$ cat config.mk
export PLATFORM = sky130hd
export DESIGN_NAME = capacitive_key_matrix_hysteresis_scan_top
export DESIGN_NICKNAME = d
export VERILOG_FILES = /design/src/ckm_pkg.sv /design/src/ckm_thr_mem.sv /design/src/ckm_pos.sv /design/src/capacitive_key_matrix_hysteresis_scan_top.sv
export SDC_FILE = /design/constraint.sdc
export NUM_CORES = 2
export LEC_CHECK = 0
export BUFFER_PORTS_ARGS = -buffer_cell sky130_fd_sc_hd__buf_2
export CAP_MARGIN = 10
export CORE_MARGIN = 8
export CORE_UTILIZATION = 40
export CTS_CLUSTER_DIAMETER = 100
export DETAILED_ROUTE_END_ITERATION = 16
export GPL_TIMING_DRIVEN = 0
export PLACE_DENSITY = 0.59
export SYNTH_ARGS = -nofsm -noshare
export SYNTH_HDL_FRONTEND = slang
export SYNTH_SLANG_ARGS = --single-unit
$ cat constraint.sdc
create_clock -name clk -period 8.9 [get_ports clk]
set_input_delay 1.335 -clock clk [delete_from_list [all_inputs] [get_ports clk]]
set_output_delay 1.335 -clock clk [all_outputs]
set_load 0.02 [all_outputs]
$ cat src/ckm_pkg.sv
package ckm_pkg;

	localparam int ROWS_DEF        = 5;
	localparam int COLS_DEF        = 8;
	localparam int SAMPLE_BITS_DEF = 12;

	localparam int THR_W     = 12;
	localparam int CHMAP_W   = 24;
	localparam logic [CHMAP_W-1:0] CHMAP_RESET = 24'hFAC688;

	localparam logic CMD_WRITE  = 1'b0;
	localparam logic CMD_SAMPLE = 1'b1;

	localparam logic [0:0] REG_CHANNEL_MAP = 1'b0;

	typedef struct packed {
		logic       bank;
		logic [2:0] col;
		logic [2:0] row;
	} pos_t;

endpackage

$ cat src/ckm_thr_mem.sv
module ckm_thr_mem #(
	parameter int ROWS          = ckm_pkg::ROWS_DEF,
	parameter int COLS_PER_BANK = ckm_pkg::COLS_DEF
) (
	input  logic                         clk,
	input  logic                         arst_n,
	input  logic                         wr_en,
	input  ckm_pkg::pos_t                wr_key,
	input  logic [ckm_pkg::THR_W-1:0]    wr_low,
	input  logic [ckm_pkg::THR_W-1:0]    wr_high,
	input  logic                         rd_en,
	input  ckm_pkg::pos_t                rd_key,
	output logic [ckm_pkg::THR_W-1:0]    rd_low,
	output logic [ckm_pkg::THR_W-1:0]    rd_high
);
	import ckm_pkg::*;

	localparam int KEYS_PER_ROW = 2 * COLS_PER_BANK;
	localparam int KEY_COUNT    = ROWS * KEYS_PER_ROW;
	localparam int KIDX_W       = $clog2(KEY_COUNT);

	function automatic logic [KIDX_W-1:0] key_index(input pos_t k);
		int unsigned v;
		v = int'(k.row) * KEYS_PER_ROW + int'(k.bank) * COLS_PER_BANK + int'(k.col);
		return v[KIDX_W-1:0];
	endfunction

	logic [2*THR_W-1:0]  mem [KEY_COUNT];
	logic [KEY_COUNT-1:0] valid_q;
	logic [2*THR_W-1:0]  rd_data_q;
	logic                rd_valid_q;
	logic [KIDX_W-1:0]   wr_idx;
	logic [KIDX_W-1:0]   rd_idx;

	assign wr_idx = key_index(wr_key);
	assign rd_idx = key_index(rd_key);

	always_ff @(posedge clk) begin
		if (wr_en) begin
			mem[wr_idx] <= {wr_high, wr_low};
		end
		if (rd_en) begin
			rd_data_q <= mem[rd_idx];
		end
	end

	always_ff @(posedge clk or negedge arst_n) begin
		if (!arst_n) begin
			valid_q    <= '0;
			rd_valid_q <= 1'b0;
		end else begin
			if (wr_en) begin
				valid_q[wr_idx] <= 1'b1;
			end
			if (rd_en) begin
				rd_valid_q <= valid_q[rd_idx];
			end
		end
	end

	// unwritten keys read as low zero, high all ones
	assign rd_low  = rd_valid_q ? rd_data_q[THR_W-1:0]       : '0;
	assign rd_high = rd_valid_q ? rd_data_q[2*THR_W-1:THR_W] : '1;

endmodule

$ cat src/ckm_pos.sv
module ckm_pos #(
	parameter int ROWS          = ckm_pkg::ROWS_DEF,
	parameter int COLS_PER_BANK = ckm_pkg::COLS_DEF
) (
	input  logic          clk,
	input  logic          arst_n,
	input  logic          adv,
	output ckm_pkg::pos_t cur,
	output ckm_pkg::pos_t nxt,
	output logic          last
);
	import ckm_pkg::*;

	localparam logic [2:0] ROW_LAST = 3'(ROWS - 1);
	localparam logic [2:0] COL_LAST = 3'(COLS_PER_BANK - 1);

	pos_t pos_q;

	assign cur  = pos_q;
	assign last = pos_q.bank && (pos_q.col == COL_LAST) && (pos_q.row == ROW_LAST);

	always_comb begin
		nxt = pos_q;
		if (last) begin
			nxt = '0;
		end else if (pos_q.row != ROW_LAST) begin
			nxt.row = pos_q.row + 3'd1;
		end else begin
			nxt.row = '0;
			if (pos_q.col != COL_LAST) begin
				nxt.col = pos_q.col + 3'd1;
			end else begin
				nxt.col  = '0;
				nxt.bank = 1'b1;
			end
		end
	end

	always_ff @(posedge clk or negedge arst_n) begin
		if (!arst_n) begin
			pos_q <= '0;
		end else if (adv) begin
			pos_q <= nxt;
		end
	end

endmodule

$ cat src/capacitive_key_matrix_hysteresis_scan_top.sv
// Capacitive key matrix scanner with per-key press/release hysteresis.
// Input stream (s_*): s_tuser is the command, 0 writes the thresholds of the
// key named in s_tdata, 1 delivers the ADC sample of the key at the current
// scan position. Write beats produce no output beat.
// Output stream (m_*): one beat per sample beat, giving the scanned key, its
// new state, a changed flag, the next mux bank, select and drive row; tlast
// marks the sample ending a full scan, whose beat carries the any-change flag.
// Throughput: one beat per cycle while m_tready stays high; the position
// counter and the registered threshold memory read load the sample stage,
// and one compare sits between it and the output register.
// When m_tready is low the output register holds, the sample stage holds
// behind it and s_tready drops once both are full.
// Reset clears the scan position, key states, change flag and the threshold
// valid bits (all keys released, unwritten keys cannot press) and loads the
// channel map with its default. The APB port writes the channel map with
// no wait states; write it only while the stream is idle.
module capacitive_key_matrix_hysteresis_scan_top #(
	parameter int ROWS          = ckm_pkg::ROWS_DEF,
	parameter int COLS_PER_BANK = ckm_pkg::COLS_DEF,
	parameter int SAMPLE_BITS   = ckm_pkg::SAMPLE_BITS_DEF
) (
	input  logic        clk,
	input  logic        arst_n,
	input  logic        s_tvalid,
	output logic        s_tready,
	// key_row[2:0], key_col[6:3], low_threshold[18:7], high_threshold[30:19],
	// sample[42:31], zero fill
	input  logic [47:0] s_tdata,
	// cmd[0]
	input  logic        s_tuser,
	output logic        m_tvalid,
	input  logic        m_tready,
	// scanned_row[2:0], scanned_col[6:3], pressed[7], changed[8],
	// scan_updated[9], next_bank[10], next_mux_select[13:11],
	// next_drive_row[16:14], zero fill
	output logic [23:0] m_tdata,
	// scan_last
	output logic        m_tlast,
	input  logic        psel,
	input  logic        penable,
	input  logic        pwrite,
	input  logic [2:0]  paddr,
	input  logic [31:0] pwdata,
	output logic [31:0] prdata,
	output logic        pready
);
	import ckm_pkg::*;

	localparam int         CMP_W           = (SAMPLE_BITS < THR_W) ? SAMPLE_BITS : THR_W;
	localparam int         ROW_IW          = (ROWS > 1) ? $clog2(ROWS) : 1;

	logic [CHMAP_W-1:0] channel_map_q;

	logic [2:0]       in_row;
	logic [3:0]       in_col;
	logic [THR_W-1:0] in_low;
	logic [THR_W-1:0] in_high;
	logic [THR_W-1:0] in_sample;
	logic             accept;
	logic             wr_en;
	logic             rd_en;
	pos_t             wr_key;

	pos_t             pos_cur;
	pos_t             pos_nxt;
	logic             pos_last;

	logic             v_s1;
	pos_t             pos_s1;
	pos_t             nxt_s1;
	logic             last_s1;
	logic [THR_W-1:0] sample_s1;
	logic [THR_W-1:0] low_s1;
	logic [THR_W-1:0] high_s1;
	logic             adv_s1;

	logic [15:0]      key_state_q [ROWS];
	logic             change_seen_q;
	logic [ROW_IW-1:0] row_idx;
	logic [3:0]       bitpos;
	logic             cur_st;
	logic             now_st;
	logic             chg;
	logic             upd;
	logic [2:0]       nxt_sel;

	logic             m_valid_q;
	logic [23:0]      m_data_q;
	logic             m_last_q;

	// configuration
	assign pready = 1'b1;

	always_ff @(posedge clk or negedge arst_n) begin
		if (!arst_n) begin
			channel_map_q <= CHMAP_RESET;
		end else if (psel && penable && pwrite && (paddr[2:2] == REG_CHANNEL_MAP)) begin
			channel_map_q <= pwdata[CHMAP_W-1:0];
		end
	end

	always_comb begin
		prdata = '0;
		if (paddr[2:2] == REG_CHANNEL_MAP) begin
			prdata = {{(32-CHMAP_W){1'b0}}, channel_map_q};
		end
	end

	// input beat
	assign in_row    = s_tdata[2:0];
	assign in_col    = s_tdata[6:3];
	assign in_low    = s_tdata[18:7];
	assign in_high   = s_tdata[30:19];
	assign in_sample = s_tdata[42:31];

	assign s_tready = !v_s1 || adv_s1;
	assign accept   = s_tvalid && s_tready;
	assign rd_en    = accept && (s_tuser == CMD_SAMPLE);
	assign wr_en    = accept && (s_tuser == CMD_WRITE)
		&& (int'(in_row) < ROWS) && (int'(in_col[2:0]) < COLS_PER_BANK);

	assign wr_key = '{bank: in_col[3], col: in_col[2:0], row: in_row};

	ckm_pos #(
		.ROWS          (ROWS),
		.COLS_PER_BANK (COLS_PER_BANK)
	) u_pos (
		.clk    (clk),
		.arst_n (arst_n),
		.adv    (rd_en),
		.cur    (pos_cur),
		.nxt    (pos_nxt),
		.last   (pos_last)
	);

	ckm_thr_mem #(
		.ROWS          (ROWS),
		.COLS_PER_BANK (COLS_PER_BANK)
	) u_thr_mem (
		.clk     (clk),
		.arst_n  (arst_n),
		.wr_en   (wr_en),
		.wr_key  (wr_key),
		.wr_low  (in_low),
		.wr_high (in_high),
		.rd_en   (rd_en),
		.rd_key  (pos_cur),
		.rd_low  (low_s1),
		.rd_high (high_s1)
	);

	// sample stage
	always_ff @(posedge clk or negedge arst_n) begin
		if (!arst_n) begin
			v_s1 <= 1'b0;
		end else if (rd_en) begin
			v_s1 <= 1'b1;
		end else if (adv_s1) begin
			v_s1 <= 1'b0;
		end
	end

	always_ff @(posedge clk) begin
		if (rd_en) begin
			pos_s1    <= pos_cur;
			nxt_s1    <= pos_nxt;
			last_s1   <= pos_last;
			sample_s1 <= in_sample;
		end
	end

	assign adv_s1  = v_s1 && (!m_valid_q || m_tready);
	assign row_idx = pos_s1.row[ROW_IW-1:0];
	assign bitpos  = {pos_s1.bank, pos_s1.col};
	assign cur_st  = key_state_q[row_idx][bitpos];

	always_comb begin
		now_st = cur_st;
		if (cur_st && (sample_s1[CMP_W-1:0] < low_s1[CMP_W-1:0])) begin
			now_st = 1'b0;
		end else if (!cur_st && (sample_s1[CMP_W-1:0] > high_s1[CMP_W-1:0])) begin
			now_st = 1'b1;
		end
	end

	assign chg     = now_st ^ cur_st;
	assign upd     = last_s1 && (change_seen_q || chg);
	assign nxt_sel = 3'(channel_map_q >> (5'(nxt_s1.col) * 5'd3));

	always_ff @(posedge clk or negedge arst_n) begin
		if (!arst_n) begin
			for (int r = 0; r < ROWS; r++) begin
				key_state_q[r] <= '0;
			end
			change_seen_q <= 1'b0;
		end else if (adv_s1) begin
			key_state_q[row_idx][bitpos] <= now_st;
			change_seen_q <= last_s1 ? 1'b0 : (change_seen_q || chg);
		end
	end

	// output register
	always_ff @(posedge clk or negedge arst_n) begin
		if (!arst_n) begin
			m_valid_q <= 1'b0;
		end else if (adv_s1) begin
			m_valid_q <= 1'b1;
		end else if (m_tready) begin
			m_valid_q <= 1'b0;
		end
	end

	always_ff @(posedge clk) begin
		if (adv_s1) begin
			m_data_q <= {7'b0, nxt_s1.row, nxt_sel, nxt_s1.bank, upd, chg, now_st,
				pos_s1.bank, pos_s1.col, pos_s1.row};
			m_last_q <= last_s1;
		end
	end

	assign m_tvalid = m_valid_q;
	assign m_tdata  = m_data_q;
	assign m_tlast  = m_last_q;

`ifndef SYNTHESIS
	a_wrap_to_origin: assert property (@(posedge clk) disable iff (!arst_n)
		m_tvalid && m_tlast |-> (m_tdata[10] == 1'b0) && (m_tdata[16:14] == 3'd0))
		else $error("scan end does not wrap to origin");

	a_upd_only_at_end: assert property (@(posedge clk) disable iff (!arst_n)
		m_tvalid && !m_tlast |-> (m_tdata[9] == 1'b0))
		else $error("scan_updated outside scan end");

	a_s1_holds: assert property (@(posedge clk) disable iff (!arst_n)
		v_s1 && !adv_s1 |=> v_s1 && $stable(pos_s1) && $stable(sample_s1))
		else $error("sample stage lost a held beat");

	a_ready_when_empty: assert property (@(posedge clk) disable iff (!arst_n)
		!m_valid_q |-> s_tready)
		else $error("input stalled with empty output register");

	a_changed_state: assert property (@(posedge clk) disable iff (!arst_n)
		adv_s1 && chg |-> (now_st != cur_st))
		else $error("changed flag without a state flip");
`endif

endmodule

==> summary.md <==
| Metric | Value |
|---|---|
| Clock period minus worst slack | 5.16 ns |
| Crit end category | flip-flop |
| Worst vdd ir | between 0.0002 and 0.00025 V |
| Tightest Pin Transition | around 1.2 ns |
| First-pass GRT wire length | between 300000 and 400000 um |
| Pwr dens | 266 mW/mm^2 |
| Synth Warn # | 0 |
| Unrepaired setup endpoints after global routing | false |
| Fraction of layout cells with a size suffix above 1 | 35.2% |
| Fill count | between 15000 and 20000 |
| Peak Freq | between 150 and 200 MHz |
| Setup bufs post-CTS | 0 |
| Dpl cells | approximately 7000 |
| First-pass detailed-route iteration total | 7 |
| Count leader, synth | edfxtp_1 |
| Aggregate routed wire length | 226000 um |
| Max Cap Viol | 0 |
| TritonCTS buffer count | 217 |
| Synth top area share | ~70% |
| Final #Nets | between 4000 and 5000 |
| Arrival time at the worst endpoint | ~5.8 ns |
| PortBufs | roughly 120 |
| Vias in the first global route | between 40000 and 50000 |
| DPL Wire Length | roughly 150000 um |
| Synth area leaders | edfxtp_1 70%, mux4_2 17%, dfrtp_1 5.4%, mux2_2 1.5%, nor2_1 0.72% |
| Commonest cells in the netlist | 1989 x edfxtp_1, 655 x mux4_2, 183 x dfrtp_1 |
| Residual DRC | 0 |
| Post-Synthesis Cells | 3813 |
| Leak | ~32 nW |
| Non-filler cells, final | 7279 |
| Avg Inst Size Synth | ~22 sq um |
| Fraction of registers with async set/reset | 8.93% |
| Area of the mapped netlist | around 0.085 sq mm |
| Crit Path Category | flip-flop to flip-flop |
| Clock Skews | between 0.04 and 0.05 ns |
| Worst-path clk slew | around 0.060 ns |
| Post-detailed-route via-to-cell ratio | ~5.7 |
| Skew-Pair Late Insertion Delay | approximately 0.85 ns |
| Placer Congestion | around 0.89 |
| Initial DRC count | around 4700 |
| Crit path required time | between 9 and 10 ns |
| Sink Count | around 2200 |
| Fin crit share | between 50% and 60% |
| CTS Hold Bufs | 0 |
| Layout area overhead | 16.9% |
| Yosys top cell by area | edfxtp_1 |
| CTS H-tree depth | 4 |
| Initial core utilization | approximately two fifths |
| Gr usage total | around a fifth |
| Worst-path fanout max | 10 |
| Setup crit start kind | flip-flop |
| Vias after detailed routing | 41500 |
| Status | finished clean |
| CORE AREA | ~0.21 sq mm |
| Post-synth EDFFs | approximately 2000 |
| CTS tree | yes |
| Resized cells post-CTS | 0 |
| Rel. slew slack | 19.7% |
| Site row count | approximately 170 |
| DIE WIDTH | 478 um |
| Min-delay worst type | flip-flop to flip-flop |
| Part of the Yosys area used for sequential elements | 75.7% |
| Synth Register Bits | 2184 |
| Max Transition Viols Final | 0 |
| Die area | about 0.23 sq mm |
| Routed Antenna Nets | 0 |
| Setup violators final | 0 |
| Largest net degree at the start of global routing | 110 |
| Multi-input gate area | 0.0203 sq mm |
| FF/Latch Area | 0.0646 sq mm |
| Die boundary height | around 480 um |
| Initial antenna violation count | 17 |
| Setup TNS | 0 ns |
| Commonest register cell after synthesis | edfxtp_1 |
| Top Ports | between 150 and 200 |
| Synth unique cells | 61 |
| CTS max path bufs | 3 |
| WL/cell | a little over 30 um |
| CTS Root Cell | clkbuf_16 |
| Remaining Overflow, GRT | 0 |
| Final hold violations | 0 |
worst max-delay path, cell delays in order, from the launching register on:
cell	delay, ns
dfrtp_1	0.65
buf_2	0.29
clkbuf_1	0.75
clkbuf_1	0.76
buf_2	0.43
clkbuf_1	0.67
mux4_2	0.43
mux4_2	0.55
mux2_2	0.33
metal layers:
metal | track usage, % | up-vias | routed length, um
met5 | 0 | - | 241
met4 | 5.26 | 2 | 6220
met3 | 3.45 | 337 | 16500
met2 | 31.2 | 1625 | 108000
met1 | 27.6 | 22600 | 95000
li1 | - | 16900 | -
flip-flops by register name (all words and copies together) (netlist names):
name and flops:
row_idx 3, change_seen_q 1, m_tdata 17, nxt_s1 7
last_s1 1, u_pos.cur 7, key_state_q 80, bitpos 4
channel_map_q 24, sample_s1 12, u_thr_mem.mem 1920, u_thr_mem.valid_q 80
v_s1 1, u_thr_mem.rd_valid_q 1, m_tvalid 1, m_tlast 1
u_thr_mem.rd_data_q 24
cell usage in the layout, fill, tap and decap left out, drive strengths merged, types with 7 or more instances in the layout:
cell | netlist | routed
conb | 2 | 16
edfxtp | 1989 | 1989
nand2b | 15 | 15
clkbuf | 115 | 393
o21ai | 12 | 12
nor2b | 46 | 46
clkinv | 0 | 87
nand4 | 7 | 7
clkinvlp | 0 | 7
diode | 0 | 15
mux4 | 655 | 655
ha | 27 | 27
nand2 | 50 | 50
dfstp | 12 | 12
a21oi | 56 | 56
nand3 | 20 | 20
nand3b | 10 | 10
inv | 23 | 29
buf | 105 | 323
mux2i | 18 | 18
bufinv | 0 | 20
nor2 | 163 | 163
or2 | 81 | 81
dfrtp | 183 | 183
nor3 | 18 | 18
a31oi | 20 | 20
mux2 | 117 | 117
worst paths after layout:
check                                  start                     end  slack, ns  cells past startpoint
worst min register to register     nxt_s1[6]             m_tdata[10]       0.42                      0
min in group asynchronous             arst_n         key_state_q[10]       0.52                      1
max in group asynchronous             arst_n   u_thr_mem.valid_q[29]       7.30                      2
worst max-delay path            u_pos.cur[4]  u_thr_mem.rd_data_q[9]       3.74                      8
worst min-delay path               nxt_s1[6]             m_tdata[10]       0.42                      0
worst max register to register  u_pos.cur[4]  u_thr_mem.rd_data_q[9]       3.74                      8
final cells by class:
class                   count  area share, %
repair buffers            218           3.08
diodes                     15         0.0376
flip-flops and latches   2184           64.8
plain buffers             220           1.02
clock inverters           120           1.30
clock buffers             278           5.85
well taps                2821           3.54
multi-input cells        1400           20.3
inverters                  23         0.0865
cells by family (layout without fill, tap and decap cells):
group / Yosys count / in the layout / share of synthesized area, %
simple gates: 429 / 429 / 2.50
compound gates: 136 / 136 / 1.02
buf+inv: 243 / 859 / 1.29
flops: 2184 / 2184 / 75.7
fa+ha+maj: 27 / 27 / 0.396
other cells: 2 / 31 / 0.00880
mux: 790 / 790 / 19.0
xor+xnor: 2 / 2 / 0.0205
per-stage QoR:
step | hold WS (ns) | util (%) | area (sq um) | worst slack (ns) | total power [W]
floorplan | 0.400 | - | 85400 | 4.77 | 0.0153
global placement | 0.406 | 42.2 | 89500 | 2.44 | 0.0176
detailed placement | 0.407 | 43.6 | 92600 | 3.70 | 0.0176
CTS | 0.421 | 47.0 | 99700 | 3.66 | 0.0267
global route | 0.432 | 47.0 | 99700 | 3.64 | 0.0273
finish | 0.421 | 47.0 | 99800 | 3.74 | 0.0265
power by group:
part / internal [W] / switching, W
sequential: 0.0114 / 0.000109
combinational: 0.00255 / 0.00330
clock: 0.00522 / 0.00392
Power figures use the tool's default switching activity.
